File: src/rtl/cmdkw_pkg.sv
// ----------------------------------------------------------------------------
// Command keyword matcher package
// Shared constants, keyword table, phase and prefix codes, byte helpers.
// ----------------------------------------------------------------------------
package cmdkw_pkg;

    localparam int unsigned LINE_MAX      = 128;
    localparam int unsigned PREFIX_MAX    = 32;
    localparam int unsigned KEYWORD_COUNT = 7;
    localparam int unsigned KW_MAX_LEN    = 25;

    localparam int unsigned KW_IDX_W   = $clog2(KW_MAX_LEN);
    localparam int unsigned LINE_POS_W = $clog2(LINE_MAX + 1);
    localparam int unsigned KW_START_W = $clog2(LINE_MAX);
    localparam int unsigned KW_TEXT_W  = 8 * KW_MAX_LEN;

    localparam logic [2:0] CMD_NO_MATCH = 3'd7;

    // special bytes
    localparam logic [7:0] CH_ABORT   = 8'h03;
    localparam logic [7:0] CH_LF      = 8'h0A;
    localparam logic [7:0] CH_CR      = 8'h0D;
    localparam logic [7:0] CH_AT      = 8'h40;
    localparam logic [7:0] CH_SEMI    = 8'h3B;
    localparam logic [7:0] CH_AMP     = 8'h26;
    localparam logic [7:0] CH_PIPE    = 8'h7C;
    localparam logic [7:0] CH_SPACE   = 8'h20;
    localparam logic [7:0] CH_PERCENT = 8'h25;
    localparam logic [7:0] CH_LOWER_P = 8'h70;
    localparam logic [7:0] CH_LOWER_S = 8'h73;

    typedef enum logic [2:0] {
        PH_SCAN,
        PH_FOLLOW,
        PH_HEX1,
        PH_HEX2,
        PH_MATCH,
        PH_MATCH_CS,
        PH_FAIL,
        PH_HEX2_BAD
    } kw_phase_t;

    typedef enum logic [2:0] {
        PFX_NONE,
        PFX_RECEIVED,
        PFX_TOO_LONG,
        PFX_TOO_SHORT,
        PFX_UNKNOWN
    } prefix_status_t;

    // keyword text, right-justified: last character in the low byte
    localparam logic [KW_TEXT_W-1:0] KW_TEXT [KEYWORD_COUNT] = '{
        KW_TEXT_W'("print,/par/pwr/bat/a"),
        KW_TEXT_W'("print,/par/rcv/ver/pwr/sn"),
        KW_TEXT_W'("print,/par/rcv/ver/pwr/fw"),
        KW_TEXT_W'("print,/par/rcv/ver/pwr/hw"),
        KW_TEXT_W'({"set,/par/gr", "i3/bl"}),
        KW_TEXT_W'({"set,/par/gr", "i3/dbg,off"}),
        KW_TEXT_W'({"set,/par/gr", "i3/dbg,on"})
    };

    localparam logic [KW_IDX_W-1:0] KW_LEN [KEYWORD_COUNT] = '{
        KW_IDX_W'(20), KW_IDX_W'(25), KW_IDX_W'(25), KW_IDX_W'(25),
        KW_IDX_W'(16), KW_IDX_W'(21), KW_IDX_W'(20)
    };

    function automatic logic [7:0] rotl2(input logic [7:0] v);
        return {v[5:0], v[7:6]};
    endfunction

    // 0..15 for a hex digit, 16 otherwise
    function automatic logic [4:0] hex_value(input logic [7:0] c);
        logic [4:0] d;
        d = 5'd16;
        if (c inside {[8'h30:8'h39]}) begin
            d = 5'(c - 8'h30);
        end else if (c inside {[8'h41:8'h46]}) begin
            d = 5'(c - 8'h37);
        end else if (c inside {[8'h61:8'h66]}) begin
            d = 5'(c - 8'h57);
        end
        return d;
    endfunction

    function automatic logic [7:0] kw_char(input int unsigned k,
                                           input logic [KW_IDX_W-1:0] idx);
        logic [KW_IDX_W-1:0] pos;
        pos = KW_LEN[k] - idx - KW_IDX_W'(1);
        return KW_TEXT[k][{pos, 3'b000} +: 8];
    endfunction

endpackage

File: src/rtl/command_line_keyword_matcher_core.sv
// ----------------------------------------------------------------------------
// Command line keyword matcher core
// Splits a byte stream into lines and reports the command keyword per line.
// ----------------------------------------------------------------------------
// One byte word is taken per cycle, back to back, and each line closes with a
// one-word result in the cycle after its terminator is accepted; the seven
// keyword matchers and the rotate-XOR line checksum all step together on the
// accepted byte, and a single result register holds the line summary.  CR or
// LF ends a line; terminators with no line open (runs, empty lines) give no
// word, and 0x03 throws the current line away silently.  A keyword counts only
// when followed by @ ; & | space or the terminator; after '@' two hex digits
// must match the checksum over the line up to and including the '@', rotated
// left two bits (bad or missing digits read as 0xFF).  The result carries the
// lowest-index matching keyword (7 for none), whether a checksum verified,
// the %...% prefix status and length, the line length saturated at LINE_MAX
// and an overflow flag; an overflowed line, or one not starting with p, s or
// %, never reports a keyword.  Bytes that close no line keep flowing while a
// result word waits; s_ready drops only for a terminator that would close a
// line while a result word is held and m_ready is low.
// ----------------------------------------------------------------------------
module command_line_keyword_matcher_core
    import cmdkw_pkg::*;
(
    input  logic       aclk,
    input  logic       aresetn,

    input  logic       s_valid,
    output logic       s_ready,
    input  logic [7:0] s_data_byte,

    output logic       m_valid,
    input  logic       m_ready,
    output logic [2:0] m_command_index,
    output logic       m_checksum_present,
    output logic [2:0] m_prefix_status,
    output logic [4:0] m_prefix_length,
    output logic [7:0] m_line_length,
    output logic       m_line_overflow
);

    // ---------------- line state ----------------
    logic [LINE_POS_W-1:0] line_pos_reg,  line_pos_next;
    logic                  in_line_reg,   in_line_next;
    logic                  first_ok_reg,  first_ok_next;
    logic                  first_pct_reg, first_pct_next;
    logic [7:0]            csum_reg,      csum_next;
    logic                  ovf_reg,       ovf_next;
    logic                  prev_pct_reg,  prev_pct_next;

    // ---------------- per-keyword state ----------------
    logic [KW_IDX_W-1:0]   kw_prog_reg  [KEYWORD_COUNT];
    logic [KW_IDX_W-1:0]   kw_prog_next [KEYWORD_COUNT];
    logic [KW_START_W-1:0] kw_start_reg  [KEYWORD_COUNT];
    logic [KW_START_W-1:0] kw_start_next [KEYWORD_COUNT];
    kw_phase_t             kw_phase_reg  [KEYWORD_COUNT];
    kw_phase_t             kw_phase_next [KEYWORD_COUNT];
    logic [7:0]            kw_snap_reg  [KEYWORD_COUNT];
    logic [7:0]            kw_snap_next [KEYWORD_COUNT];
    logic [3:0]            kw_wr_reg  [KEYWORD_COUNT];   // first hex digit
    logic [3:0]            kw_wr_next [KEYWORD_COUNT];
    logic                  kw_plp_reg  [KEYWORD_COUNT];  // '%' just before start
    logic                  kw_plp_next [KEYWORD_COUNT];

    // phase each matcher would settle in if the line ended now
    kw_phase_t             kw_end_phase [KEYWORD_COUNT];
    logic [KEYWORD_COUNT-1:0] kw_hit;

    // ---------------- result register ----------------
    logic                  m_valid_reg, m_valid_next;
    logic [2:0]            cmd_reg,  cmd_next;
    logic                  cs_reg,   cs_next;
    prefix_status_t        pst_reg,  pst_next;
    logic [4:0]            plen_reg, plen_next;
    logic [7:0]            llen_reg;
    logic                  lovf_reg;

    logic       accept;
    logic       is_abort;
    logic       is_term;
    logic       emit;
    logic       byte_go;       // ordinary byte that enters the line
    logic [7:0] csum_upd;
    logic [4:0] hex_d;

    // hit selection
    logic [2:0]            hit_idx;
    logic                  hit_any;
    logic [KW_START_W-1:0] hit_start;

    // only a line-closing terminator needs the result register free
    assign s_ready  = !m_valid_reg || m_ready || !emit;
    assign accept   = s_valid && s_ready;
    assign is_abort = (s_data_byte == CH_ABORT);
    assign is_term  = (s_data_byte == CH_LF) || (s_data_byte == CH_CR);
    assign emit     = is_term && in_line_reg;
    assign byte_go  = !is_abort && !is_term && !ovf_reg
                      && (line_pos_reg < LINE_POS_W'(LINE_MAX));
    assign csum_upd = rotl2(csum_reg) ^ s_data_byte;
    assign hex_d    = hex_value(s_data_byte);

    // ---------------- line bookkeeping ----------------
    always_comb begin
        line_pos_next  = line_pos_reg;
        in_line_next   = in_line_reg;
        first_ok_next  = first_ok_reg;
        first_pct_next = first_pct_reg;
        csum_next      = csum_reg;
        ovf_next       = ovf_reg;
        prev_pct_next  = prev_pct_reg;
        if (accept) begin
            if (is_abort || is_term) begin
                line_pos_next  = '0;
                in_line_next   = 1'b0;
                first_ok_next  = 1'b0;
                first_pct_next = 1'b0;
                csum_next      = '0;
                ovf_next       = 1'b0;
                prev_pct_next  = 1'b0;
            end else begin
                if (!in_line_reg) begin
                    in_line_next   = 1'b1;
                    first_ok_next  = (s_data_byte == CH_LOWER_P)
                                     || (s_data_byte == CH_LOWER_S)
                                     || (s_data_byte == CH_PERCENT);
                    first_pct_next = (s_data_byte == CH_PERCENT);
                end
                if (byte_go) begin
                    csum_next     = csum_upd;
                    prev_pct_next = (s_data_byte == CH_PERCENT);
                    line_pos_next = line_pos_reg + LINE_POS_W'(1);
                end else if (!ovf_reg) begin
                    ovf_next = 1'b1;   // first byte past the limit
                end
            end
        end
    end

    // ---------------- keyword matchers ----------------
    always_comb begin
        for (int k = 0; k < KEYWORD_COUNT; k++) begin
            kw_prog_next[k]  = kw_prog_reg[k];
            kw_start_next[k] = kw_start_reg[k];
            kw_phase_next[k] = kw_phase_reg[k];
            kw_snap_next[k]  = kw_snap_reg[k];
            kw_wr_next[k]    = kw_wr_reg[k];
            kw_plp_next[k]   = kw_plp_reg[k];

            if (accept && (is_abort || is_term)) begin
                kw_prog_next[k]  = '0;
                kw_start_next[k] = '0;
                kw_phase_next[k] = PH_SCAN;
                kw_snap_next[k]  = '0;
                kw_wr_next[k]    = '0;
                kw_plp_next[k]   = 1'b0;
            end else if (accept && byte_go) begin
                case (kw_phase_reg[k])
                    PH_SCAN: begin
                        // naive restart: retest the byte against the first char
                        if ((s_data_byte == kw_char(k, kw_prog_reg[k]))
                            || (s_data_byte == kw_char(k, '0))) begin
                            if ((s_data_byte != kw_char(k, kw_prog_reg[k]))
                                || (kw_prog_reg[k] == '0)) begin
                                kw_start_next[k] = line_pos_reg[KW_START_W-1:0];
                                kw_plp_next[k]   = prev_pct_reg;
                                if (KW_LEN[k] == KW_IDX_W'(1)) begin
                                    kw_phase_next[k] = PH_FOLLOW;
                                    kw_prog_next[k]  = '0;
                                end else begin
                                    kw_prog_next[k] = KW_IDX_W'(1);
                                end
                            end else if (kw_prog_reg[k] + KW_IDX_W'(1) == KW_LEN[k]) begin
                                kw_phase_next[k] = PH_FOLLOW;
                                kw_prog_next[k]  = '0;
                            end else begin
                                kw_prog_next[k] = kw_prog_reg[k] + KW_IDX_W'(1);
                            end
                        end else begin
                            kw_prog_next[k] = '0;
                        end
                    end
                    PH_FOLLOW: begin
                        if (s_data_byte == CH_AT) begin
                            kw_snap_next[k]  = rotl2(csum_upd);
                            kw_phase_next[k] = PH_HEX1;
                        end else if ((s_data_byte == CH_SEMI) || (s_data_byte == CH_AMP)
                                     || (s_data_byte == CH_PIPE)
                                     || (s_data_byte == CH_SPACE)) begin
                            kw_phase_next[k] = PH_MATCH;
                        end else begin
                            kw_phase_next[k] = PH_FAIL;
                        end
                    end
                    PH_HEX1: begin
                        if (!hex_d[4]) begin
                            kw_wr_next[k]    = hex_d[3:0];
                            kw_phase_next[k] = PH_HEX2;
                        end else begin
                            kw_phase_next[k] = PH_HEX2_BAD;
                        end
                    end
                    PH_HEX2: begin
                        if (!hex_d[4] && ({kw_wr_reg[k], hex_d[3:0]} == kw_snap_reg[k])) begin
                            kw_phase_next[k] = PH_MATCH_CS;
                        end else if (hex_d[4] && (kw_snap_reg[k] == 8'hFF)) begin
                            kw_phase_next[k] = PH_MATCH_CS;
                        end else begin
                            kw_phase_next[k] = PH_FAIL;
                        end
                    end
                    PH_HEX2_BAD: begin
                        kw_phase_next[k] = (kw_snap_reg[k] == 8'hFF) ? PH_MATCH_CS : PH_FAIL;
                    end
                    default: begin
                        kw_phase_next[k] = kw_phase_reg[k];   // match or fail: held
                    end
                endcase
            end
        end
    end

    // settle open matchers at line end; a cut checksum reads as 0xFF
    always_comb begin
        for (int k = 0; k < KEYWORD_COUNT; k++) begin
            case (kw_phase_reg[k])
                PH_FOLLOW: kw_end_phase[k] = PH_MATCH;
                PH_HEX1, PH_HEX2, PH_HEX2_BAD: begin
                    kw_end_phase[k] = (kw_snap_reg[k] == 8'hFF) ? PH_MATCH_CS : PH_FAIL;
                end
                default: kw_end_phase[k] = kw_phase_reg[k];
            endcase
            kw_hit[k] = first_ok_reg && !ovf_reg
                        && ((kw_end_phase[k] == PH_MATCH) || (kw_end_phase[k] == PH_MATCH_CS));
        end
    end

    // lowest index wins
    always_comb begin
        hit_idx = CMD_NO_MATCH;
        hit_any = 1'b0;
        for (int k = KEYWORD_COUNT - 1; k >= 0; k--) begin
            if (kw_hit[k]) begin
                hit_idx = 3'(k);
                hit_any = 1'b1;
            end
        end
    end

    // ---------------- result word ----------------
    always_comb begin
        cmd_next  = CMD_NO_MATCH;
        cs_next   = 1'b0;
        pst_next  = PFX_NONE;
        plen_next = '0;
        hit_start = '0;
        if (hit_any) begin
            hit_start = kw_start_reg[hit_idx];
            cmd_next  = hit_idx;
            cs_next   = (kw_end_phase[hit_idx] == PH_MATCH_CS);
            if (hit_start == '0) begin
                pst_next = PFX_NONE;
            end else if (hit_start >= KW_START_W'(PREFIX_MAX)) begin
                pst_next = PFX_TOO_LONG;
            end else if (hit_start == KW_START_W'(1)) begin
                pst_next = PFX_TOO_SHORT;
            end else if (first_pct_reg && kw_plp_reg[hit_idx]) begin
                pst_next  = PFX_RECEIVED;
                plen_next = hit_start[4:0];
            end else begin
                pst_next = PFX_UNKNOWN;
            end
        end
    end

    // a held word stays until taken; bytes that close no line leave it alone
    always_comb begin
        m_valid_next = m_valid_reg;
        if (accept && emit) begin
            m_valid_next = 1'b1;
        end else if (m_ready) begin
            m_valid_next = 1'b0;
        end
    end

    // ---------------- registers ----------------
    always_ff @(posedge aclk) begin
        if (!aresetn) begin
            line_pos_reg  <= '0;
            in_line_reg   <= 1'b0;
            first_ok_reg  <= 1'b0;
            first_pct_reg <= 1'b0;
            csum_reg      <= '0;
            ovf_reg       <= 1'b0;
            prev_pct_reg  <= 1'b0;
            m_valid_reg   <= 1'b0;
            for (int k = 0; k < KEYWORD_COUNT; k++) begin
                kw_prog_reg[k]  <= '0;
                kw_start_reg[k] <= '0;
                kw_phase_reg[k] <= PH_SCAN;
                kw_snap_reg[k]  <= '0;
                kw_wr_reg[k]    <= '0;
                kw_plp_reg[k]   <= 1'b0;
            end
        end else begin
            line_pos_reg  <= line_pos_next;
            in_line_reg   <= in_line_next;
            first_ok_reg  <= first_ok_next;
            first_pct_reg <= first_pct_next;
            csum_reg      <= csum_next;
            ovf_reg       <= ovf_next;
            prev_pct_reg  <= prev_pct_next;
            m_valid_reg   <= m_valid_next;
            for (int k = 0; k < KEYWORD_COUNT; k++) begin
                kw_prog_reg[k]  <= kw_prog_next[k];
                kw_start_reg[k] <= kw_start_next[k];
                kw_phase_reg[k] <= kw_phase_next[k];
                kw_snap_reg[k]  <= kw_snap_next[k];
                kw_wr_reg[k]    <= kw_wr_next[k];
                kw_plp_reg[k]   <= kw_plp_next[k];
            end
        end
    end

    // result payload, loaded with the terminator
    always_ff @(posedge aclk) begin
        if (accept && emit) begin
            cmd_reg  <= cmd_next;
            cs_reg   <= cs_next;
            pst_reg  <= pst_next;
            plen_reg <= plen_next;
            llen_reg <= 8'(line_pos_reg);
            lovf_reg <= ovf_reg;
        end
    end

    assign m_valid            = m_valid_reg;
    assign m_command_index    = cmd_reg;
    assign m_checksum_present = cs_reg;
    assign m_prefix_status    = pst_reg;
    assign m_prefix_length    = plen_reg;
    assign m_line_length      = llen_reg;
    assign m_line_overflow    = lovf_reg;

endmodule
File: config.mk
export PLATFORM = sky130hd
export DESIGN_NAME = command_line_keyword_matcher_core
export DESIGN_NICKNAME = d
export VERILOG_FILES = /design/src/rtl/cmdkw_pkg.sv /design/src/rtl/command_line_keyword_matcher_core.sv
export SDC_FILE = /design/constraint.sdc
export NUM_CORES = 1
export LEC_CHECK = 0
export BUFFER_PORTS_ARGS = -buffer_cell sky130_fd_sc_hd__buf_2
export CORE_AREA = 2 2 172 241
export DETAILED_ROUTE_END_ITERATION = 6
export DIE_AREA = 0 0 174 243
export PLACE_DENSITY = 0.55
export SYNTH_ARGS = -nofsm -noshare
export SYNTH_HDL_FRONTEND = slang
export SYNTH_SLANG_ARGS = --single-unit
File: constraint.sdc
create_clock -name aclk -period 3.8 [get_ports aclk]
set_input_delay 0.76 -clock aclk [delete_from_list [all_inputs] [get_ports aclk]]
set_output_delay 0.76 -clock aclk [all_outputs]
set_load 0.005 [all_outputs]
==> flow_summary.rst, run 1 <==
.. list-table::
   :header-rows: 1

   * - Metric
     - Value
   * - Total negative slack
     - 0 ns
   * - Proportion of power drawn by combinational gates
     - 11.4%
   * - Actual transition at the worst max-transition pin
     - around 0.96 ns
   * - Most instantiated library cell after synthesis
     - sky130_fd_sc_hd__nor2_1
   * - Relative contribution of sequential cells to total power
     - 45.1%
   * - I/O pin count
     - 35
   * - Starting Density
     - 40.6%
   * - Number of pins with negative max-slew slack in the final report
     - 0
   * - TritonCTS clock tree
     - built
   * - Layout cells sized above 1
     - 16.0%
   * - Final instance count without filler cells
     - about 2600
   * - Number of synthesized flops with an enable pin
     - just over 70
   * - Largest net degree at the start of global routing
     - 84
   * - Final hold viol count
     - 0
   * - Initial antenna violation count
     - 0
   * - Setup violations, final
     - 0
   * - Maximum clock frequency
     - approximately 280 MHz
   * - Vias after detailed routing
     - 15100
   * - Core outline area
     - 0.0401 mm2
   * - Crit Path Max Fanout
     - 7
   * - Clock tree skew after final layout
     - 0.00812 ns
   * - Post-Place Worst Slack
     - -0.0223 ns
   * - TritonCTS sink count
     - between 200 and 250
   * - Switching Fraction
     - 26.5%
   * - Simple logic cell fraction of the synthesized area
     - 24.8%
   * - Number of buffers added by the clock tree synthesis step
     - 26
   * - Leakage power figure
     - 7.26 nW
   * - Yosys top cell area share
     - around a fifth
   * - Post-CTS clock slew at the launch and capture registers of the worst setup and hold paths
     - 0.06 ns
   * - Nets
     - 2130
   * - Synthesis Warnings
     - 0
   * - Final weighted congestion in routability-driven placement
     - 0.903
   * - Count of mapped cells out of synthesis
     - 1952
   * - Post-synthesis cell area
     - around 0.016 mm2
   * - Number of distinct library cells after synthesis
     - approximately 110
   * - Worst-path cell with the longest stage delay
     - sky130_fd_sc_hd__or4b_4
   * - Adder-Cell Fraction of Synth Area
     - around 4.6%
   * - Aggregate global routing overflow
     - 0
   * - Clock insertion delay at the later pin of the skew report
     - 0.56 ns
   * - Aggregate global-route resource usage
     - 24.2%
   * - PortBufs
     - 34
   * - Compound-gate portion of the synthesized area
     - between 20% and 30%
   * - Die Width
     - 174 um
   * - Final design utilization
     - approximately 47%
   * - Crit path cell chain
     - inv_1 -> ha_1 -> nor2b_1 -> or3_1 -> a221oi_2 -> o21a_1 -> o2111a_1 -> or4b_4 -> o21ai_2 -> a21oi_2 -> buf_4 -> and2_1
   * - Number of routed nets with antenna violations
     - 0
   * - Flip-flop count of the largest register, all copies and words added
     - 56
   * - Setup slack of the critical path after layout
     - between 0.2 and 0.25 ns
   * - Post-route cell area
     - 0.0189 mm2
   * - Top_reg_cell synth
     - sky130_fd_sc_hd__dfxtp_1
   * - Sw Pwr
     - 1.61 mW
   * - Register-to-register setup slack
     - 0.23 ns
   * - Worst hold margin
     - between 0.4 and 0.5 ns
   * - Top cells by count, synth
     - 229 x sky130_fd_sc_hd__nor2_1, 167 x sky130_fd_sc_hd__dfxtp_1, 120 x sky130_fd_sc_hd__nand2_1
   * - Chip height
     - around 240 um
   * - Worst path max stage delay
     - 0.56 ns
   * - Proportion of register bits with asynchronous set or reset after synthesis
     - 0%
   * - Share of synthesized area occupied by flip-flops and latches
     - 33.9%
   * - Global-route wire length before repair
     - 82200 um
   * - Antenna diode count
     - 0
   * - Number of flip-flops and latches in the synthesized netlist
     - 239
   * - Maximum count of clock buffers along a single path
     - 3
   * - Total power
     - approximately 6.1 mW
   * - H-tree lvl count
     - 1
   * - Final Cycle Share
     - a little over nine tenths
   * - Parity-gate share of the synthesized area counting xor and xnor cells
     - under 10%
   * - Standard cell area after detailed placement
     - between 0.015 and 0.02 mm2
   * - Kind of critical path
     - reg -> reg
   * - Worst slew margin relative to its limit
     - 36.1%
   * - Path category of the worst min-delay check
     - reg -> reg
   * - Floorplan die area
     - 0.0423 mm2
   * - Max-cap violations
     - 0
   * - Number of global-route vias before repair
     - 14800
   * - Post-detailed-routing wire length
     - 52000 um
   * - Power per cell area
     - 322 mW/mm2
   * - Internal Power
     - 4.46 mW
   * - Clock share of power
     - 43.5%
   * - Num rows
     - 87
   * - DP Cell Count
     - 2564
   * - Arrival time at the worst endpoint
     - slightly below 4 ns
   * - Status
     - completed
   * - Layout overhead on the synthesized area
     - 16.1%
   * - Number of nets produced by synthesis
     - 2024
   * - WL per Instance
     - 19.9 um
   * - Number of remaining DRC errors
     - 0
   * - Cell taking the most area after synthesis
     - sky130_fd_sc_hd__dfxtp_1
   * - Synth area leaders
     - sky130_fd_sc_hd__dfxtp_1 21%, sky130_fd_sc_hd__edfxtp_1 13%, sky130_fd_sc_hd__nor2_1 5.3%
   * - Worst Setup End Kind
     - flop
   * - Multiplexer share of the synthesized area
     - 3.15%
   * - Worst-case vdd ir drop
     - 0.301 mV
   * - Starting DRC count in detailed routing
     - 1033
   * - Half-perimeter wire length after placement
     - 39300 um
   * - First-pass iteration count of the detailed router
     - 7
   * - CTS Root Cell
     - sky130_fd_sc_hd__clkbuf_16
   * - Final critical delay including setup and external delays
     - between 3 and 4 ns
   * - Combinational family with the most area after synthesis
     - simple AND/OR/NAND/NOR gates
   * - Data required time of the critical path
     - 4.11 ns
   * - Via density
     - 5.79
   * - Crit start category
     - flop
   * - Post-Synthesis Mean Instance Area
     - about 8.3 um2
[final cells by class]
| class | count | area (um2) |
|---|---|---|
| clock buffer | 32 | 703 |
| clock inverter | 16 | 171 |
| fill | 3997 | 21200 |
| inverter | 68 | 255 |
| multi-input combinational | 1515 | 9970 |
| sequential | 239 | 5510 |
| tap | 534 | 668 |
| timing repair buffer | 208 | 1610 |
[power by group through the flow]
stage                     Sequential (mW)  Combinational (mW)  Clock, mW
after global routing                 2.75               0.752       2.79
final                                2.74               0.691       2.64
after floorplan                      2.77               0.419          0
after detailed placement             2.79               0.687          0
after CTS                            2.74               0.690       2.71
after global placement               2.79               0.684          0
[repair_timing]
item,in CTS,in global routing
gates resized for setup,0,5
setup buffers,0,0
endpoints found under the hold margin,0,0
hold buffers,0,0
setup endpoints to repair,0,30
[layout by cell type, fill, tap and decap left out, types with 17 or more instances in the layout]
master	count
sky130_fd_sc_hd__a211oi_1	65
sky130_fd_sc_hd__a21oi_1	95
sky130_fd_sc_hd__a22oi_1	17
sky130_fd_sc_hd__a31oi_1	19
sky130_fd_sc_hd__and2_1	46
sky130_fd_sc_hd__and3_1	25
sky130_fd_sc_hd__buf_2	34
sky130_fd_sc_hd__buf_4	163
sky130_fd_sc_hd__clkbuf_16	26
sky130_fd_sc_hd__dfxtp_1	167
sky130_fd_sc_hd__edfxtp_1	72
sky130_fd_sc_hd__ha_1	59
sky130_fd_sc_hd__inv_1	58
sky130_fd_sc_hd__mux2i_1	41
sky130_fd_sc_hd__nand2_1	119
sky130_fd_sc_hd__nand2b_1	23
sky130_fd_sc_hd__nand3_1	77
sky130_fd_sc_hd__nand4_1	35
sky130_fd_sc_hd__nor2_1	229
sky130_fd_sc_hd__nor2b_1	21
sky130_fd_sc_hd__nor3_1	72
sky130_fd_sc_hd__nor4_1	32
sky130_fd_sc_hd__o211ai_1	17
sky130_fd_sc_hd__o21ai_0	100
sky130_fd_sc_hd__xnor2_1	73
sky130_fd_sc_hd__xor2_1	55
[final timing paths]
path | startpoint | to | depth (start not counted)
hold / removal | kw_plp_reg[4]$_DFF_P_ | kw_plp_reg[4]$_DFF_P_ | 2
setup / recovery | kw_prog_reg[3][0]$_SDFFE_PP0P_ | kw_start_reg[3][2]$_SDFFCE_PN0P_ | 12
hold reg to reg | kw_plp_reg[4]$_DFF_P_ | kw_plp_reg[4]$_DFF_P_ | 2
setup reg to reg | kw_prog_reg[3][0]$_SDFFE_PP0P_ | kw_start_reg[3][2]$_SDFFCE_PN0P_ | 12
[cell families (layout without fill, tap and decap cells)]
family | count (synthesis) | count (layout)
xor+xnor | 133 | 133
simple gates | 778 | 778
compound gates | 496 | 496
fa+ha+maj | 60 | 60
flops | 239 | 239
buf+inv | 198 | 324
mux | 48 | 48
[critical path: cells and delay by family (launching register included)]
family | cells | cell delay [ns]
and+or+nand+nor | 4 | 1.35
adders and majority gates | 1 | 0.27
AOI/OAI and AO/OA | 5 | 1.13
DFF | 1 | 0.33
buffers and inverters | 2 | 0.24
[layer usage]
layer	up-vias	GRT usage [%]	share of wire, %
met3	99	2.37	3.9
met2	396	44.8	51
met1	7271	28.7	41
met5	-	0	0
met4	0	9.14	3.7
li1	7358	-	-
Power figures use the tool's default switching activity.
==> run 2, diff against run 1 <==
Settings changed: PLACE_DENSITY 0.55 to 0.53.
Clock period 3.8 ns to 4.55 ns, I/O delays scaled along.
==> run 2 against run 1 <==
Combinational power shrank 22%. Routed wire length shrank 1.8%. Global-route usage shrank 0.44 points. Setup slack gained 0.11 ns. Flip-flop and latch count is the same. Clock-buffer cell count shrank 1. Clock skew grew 0.0032 ns. Maximum frequency shrank 15%. Non-clock buffer count shrank 92.
==> flow_summary.rst, run 2 (synthesized netlist as in run 1, its figures left out) <==
.. list-table::
   :header-rows: 1

   * - Metric
     - Value
   * - Status
     - completed
   * - Switching Fraction
     - 26.9% (+0.38 points)
   * - Chip height
     - 243 um (unchanged)
   * - Setup slack of the critical path after layout
     - 0.338 ns (+0.106 ns)
   * - Clock share of power
     - 43.7% (+0.2 points)
   * - Floorplan die area
     - 0.0423 mm2 (unchanged)
   * - Layout cells sized above 1
     - 11.8% (-4.2 points)
   * - Relative contribution of sequential cells to total power
     - 45.5% (+0.4 points)
   * - Starting DRC count in detailed routing
     - 1054 (+2.0%)
   * - Arrival time at the worst endpoint
     - 4.64 ns (+0.76 ns)
   * - Actual transition at the worst max-transition pin
     - 1.25 ns (+0.288 ns)
   * - Most used cells in the layout excluding fill and tap cells
     - 229 x sky130_fd_sc_hd__nor2_1, 167 x sky130_fd_sc_hd__dfxtp_1, 119 x sky130_fd_sc_hd__nand2_1
   * - Number of buffers and inverters on the critical path
     - 1 (-1)
   * - Worst slew margin relative to its limit
     - 16.1% (-20 points)
   * - Number of pins with negative max-slew slack in the final report
     - 0 (unchanged)
   * - Internal Power
     - 3.68 mW (-18%)
   * - Endpoint of the worst hold-timing path
     - kw_plp_reg[0]$_DFF_P_
   * - Flip-flop count of the largest register, all copies and words added
     - 56 (unchanged)
   * - H-tree lvl count
     - 1 (unchanged)
   * - Layout overhead on the synthesized area
     - 10.9%
   * - Worst path max stage delay
     - 0.60 ns (+0.04 ns)
   * - Setup repair after global routing missed its margin
     - false
   * - Number of cell instances on the worst register-to-register path
     - 11 (-1)
   * - Worst-case vdd ir drop
     - 0.268 mV (-11%)
   * - Final hold viol count
     - 0 (unchanged)
   * - Starting Density
     - 40.6% (unchanged)
   * - Data required time of the critical path
     - 4.98 ns (+0.87 ns)
   * - Worst-path cell with the longest stage delay
     - sky130_fd_sc_hd__nor4b_2
   * - Post-route cell area
     - 0.0180 mm2 (-4.5%)
   * - DP Cell Count
     - 2472 (-3.6%)
   * - Crit-path leading delay family
     - compound AO/OA/AOI/OAI gates
   * - Num rows
     - 87 (unchanged)
   * - Number of remaining DRC errors
     - 0 (unchanged)
   * - Maximum count of clock buffers along a single path
     - 3 (unchanged)
   * - Register-to-register setup slack
     - 0.34 ns (+0.11 ns)
   * - Number of routed nets with antenna violations
     - 0 (unchanged)
   * - Proportion of power drawn by combinational gates
     - 10.8% (-0.6 points)
   * - Kind of critical path
     - reg -> reg
   * - Leakage power figure
     - 6.75 nW (-7.0%)
   * - Total negative slack
     - 0 ns (unchanged)
   * - Power per cell area
     - 279 mW/mm2 (-13%)
   * - Core outline area
     - 0.0401 mm2 (unchanged)
   * - Die Width
     - 174 um (unchanged)
   * - Setup violations, final
     - 0 (unchanged)
   * - Post-Place Worst Slack
     - 0.0828 ns (+0.105 ns)
   * - Final instance count without filler cells
     - 2521 (-3.5%)
   * - Initial antenna violation count
     - 1 (+1)
   * - Post-CTS clock slew at the launch and capture registers of the worst setup and hold paths
     - 0.07 ns (about the same)
   * - Total power
     - 5.03 mW (-17%)
   * - Path category of the worst min-delay check
     - reg -> reg
   * - Max-cap violations
     - 0 (unchanged)
   * - Number of global-route vias before repair
     - 14100 (-4.7%)
   * - Number of resized instances in the post-cts repair step
     - 0 (unchanged)
   * - Global-route wire length before repair
     - 80800 um (-1.7%)
   * - Crit path cell chain
     - inv_1 -> ha_1 -> nor2b_1 -> o21ai_1 -> nand2_1 -> a21o_1 -> a221oi_2 -> nand4_2 -> o31ai_1 -> nor4b_2 -> and2_1
   * - Clock tree skew after final layout
     - 0.0114 ns (+0.00324 ns)
   * - Final weighted congestion in routability-driven placement
     - 0.902 (about the same)
   * - Hold path start
     - kw_plp_reg[0]$_DFF_P_
   * - Worst Hold Depth
     - 2 (unchanged)
   * - Post-CTS setup-driven buffer insertion count
     - 0 (unchanged)
   * - Final critical delay including setup and external delays
     - 4.21 ns (+0.644 ns)
   * - Largest net degree at the start of global routing
     - 126 (+50%)
   * - Final Cycle Share
     - 92.6% (-1.3 points)
   * - Crit start category
     - flop
   * - Vias after detailed routing
     - 14800 (-2.4%)
   * - Post-detailed-routing wire length
     - 51100 um (-1.8%)
   * - Half-perimeter wire length after placement
     - 37700 um (-4.0%)
   * - Aggregate global routing overflow
     - 0 (unchanged)
   * - Sw Pwr
     - 1.35 mW (-16%)
   * - Worst flop-to-flop path startpoint
     - kw_prog_reg[1][0]$_SDFFE_PP0P_
   * - Most common library cell in the layout ignoring fill and taps
     - sky130_fd_sc_hd__nor2_1
   * - Aggregate global-route resource usage
     - 23.8% (-0.44 points)
   * - TritonCTS clock tree
     - built
   * - Clock insertion delay at the later pin of the skew report
     - 0.57 ns (about the same)
   * - PortBufs
     - 34 (unchanged)
   * - Worst R2R End
     - kw_start_reg[1][0]$_SDFFCE_PN0P_
   * - Standard cell area after detailed placement
     - 0.0172 mm2 (-4.6%)
   * - CTS Root Cell
     - sky130_fd_sc_hd__clkbuf_16
   * - Number of buffers added by the clock tree synthesis step
     - 26 (unchanged)
   * - Worst Setup End Kind
     - flop
   * - Crit Path Max Fanout
     - 9 (+2)
   * - Number of hold buffers added after CTS
     - 0 (unchanged)
   * - I/O pin count
     - 35 (unchanged)
   * - WL per Instance
     - 20.3 um (+1.8%)
   * - Via density
     - 5.86 (+1.1%)
   * - Maximum clock frequency
     - 237 MHz (-15%)
   * - First-pass iteration count of the detailed router
     - 5 (-2)
   * - TritonCTS sink count
     - 239 (unchanged)
   * - Nets
     - 2038 (-4.3%)
run 2: cell types whose count changed in the layout (fill, tap and decap cells not counted), sizes merged:
cell	delta
diode	+1
clkbuf	-1
inv	-2
buf	-92
clkinvlp	+3
run 2: power by group through the flow:
stage          combinational [mW]  clock, mW  sequential (mW)
6_report                    0.542       2.20             2.29
5_1_grt                     0.583       2.32             2.30
4_1_cts                     0.538       2.24             2.29
3_5_place_dp                0.536          0             2.34
3_3_place_gp                0.534          0             2.34
2_1_floorplan               0.349          0             2.31
run 2: worst max path at each step:
stage | endpoint | start | cells past startpoint
6_report | kw_start_reg[1][0]$_SDFFCE_PN0P_ | kw_prog_reg[1][0]$_SDFFE_PP0P_ | 11
5_1_grt | kw_start_reg[1][0]$_SDFFCE_PN0P_ | kw_prog_reg[1][0]$_SDFFE_PP0P_ | 11
4_1_cts | kw_start_reg[1][2]$_SDFFCE_PN0P_ | kw_prog_reg[1][0]$_SDFFE_PP0P_ | 11
3_5_place_dp | kw_start_reg[3][3]$_SDFFCE_PN0P_ | s_data_byte[1] | 12
3_3_place_gp | kw_start_reg[3][3]$_SDFFCE_PN0P_ | s_data_byte[1] | 12
2_1_floorplan | kw_start_reg[3][0]$_SDFFCE_PN0P_ | s_data_byte[1] | 10
run 2: worst register-to-register path: stages (launching register included):
cell                       delay (ns)
sky130_fd_sc_hd__dfxtp_1         0.54
sky130_fd_sc_hd__inv_1           0.26
sky130_fd_sc_hd__ha_1            0.33
sky130_fd_sc_hd__nor2b_1         0.21
sky130_fd_sc_hd__o21ai_1         0.48
sky130_fd_sc_hd__nand2_1         0.21
sky130_fd_sc_hd__a21o_1          0.22
sky130_fd_sc_hd__a221oi_2        0.27
sky130_fd_sc_hd__nand4_2         0.19
sky130_fd_sc_hd__o31ai_1         0.55
sky130_fd_sc_hd__nor4b_2         0.61
sky130_fd_sc_hd__and2_1          0.21
run 2: layout make-up:
cell class | count | area, um2
antenna | 1 | 2.50
clock buffer | 31 | 689
clock inverter | 17 | 178
fill | 4029 | 22000
inverter | 68 | 255
multi-input combinational | 1515 | 9940
sequential | 239 | 5510
tap | 534 | 668
timing repair buffer | 116 | 798
run 2: stage by stage:
step,hold WS [ns],util (%)
finish,0.462,45.0
floorplan,0.432,-
CTS,0.463,45.0
global route,0.487,45.0
global placement,0.442,42.9
detailed placement,0.448,42.9
run 2: per-layer routing:
metal / global-route usage, % / routed length [um] / vias up
met1: 29.5 / 21500 / 7139
li1: - / - / 7163
met3: 2.79 / 2440 / 87
met5: 0 / 0 / -
met4: 7.14 / 1330 / 0
met2: 43.0 / 25800 / 372
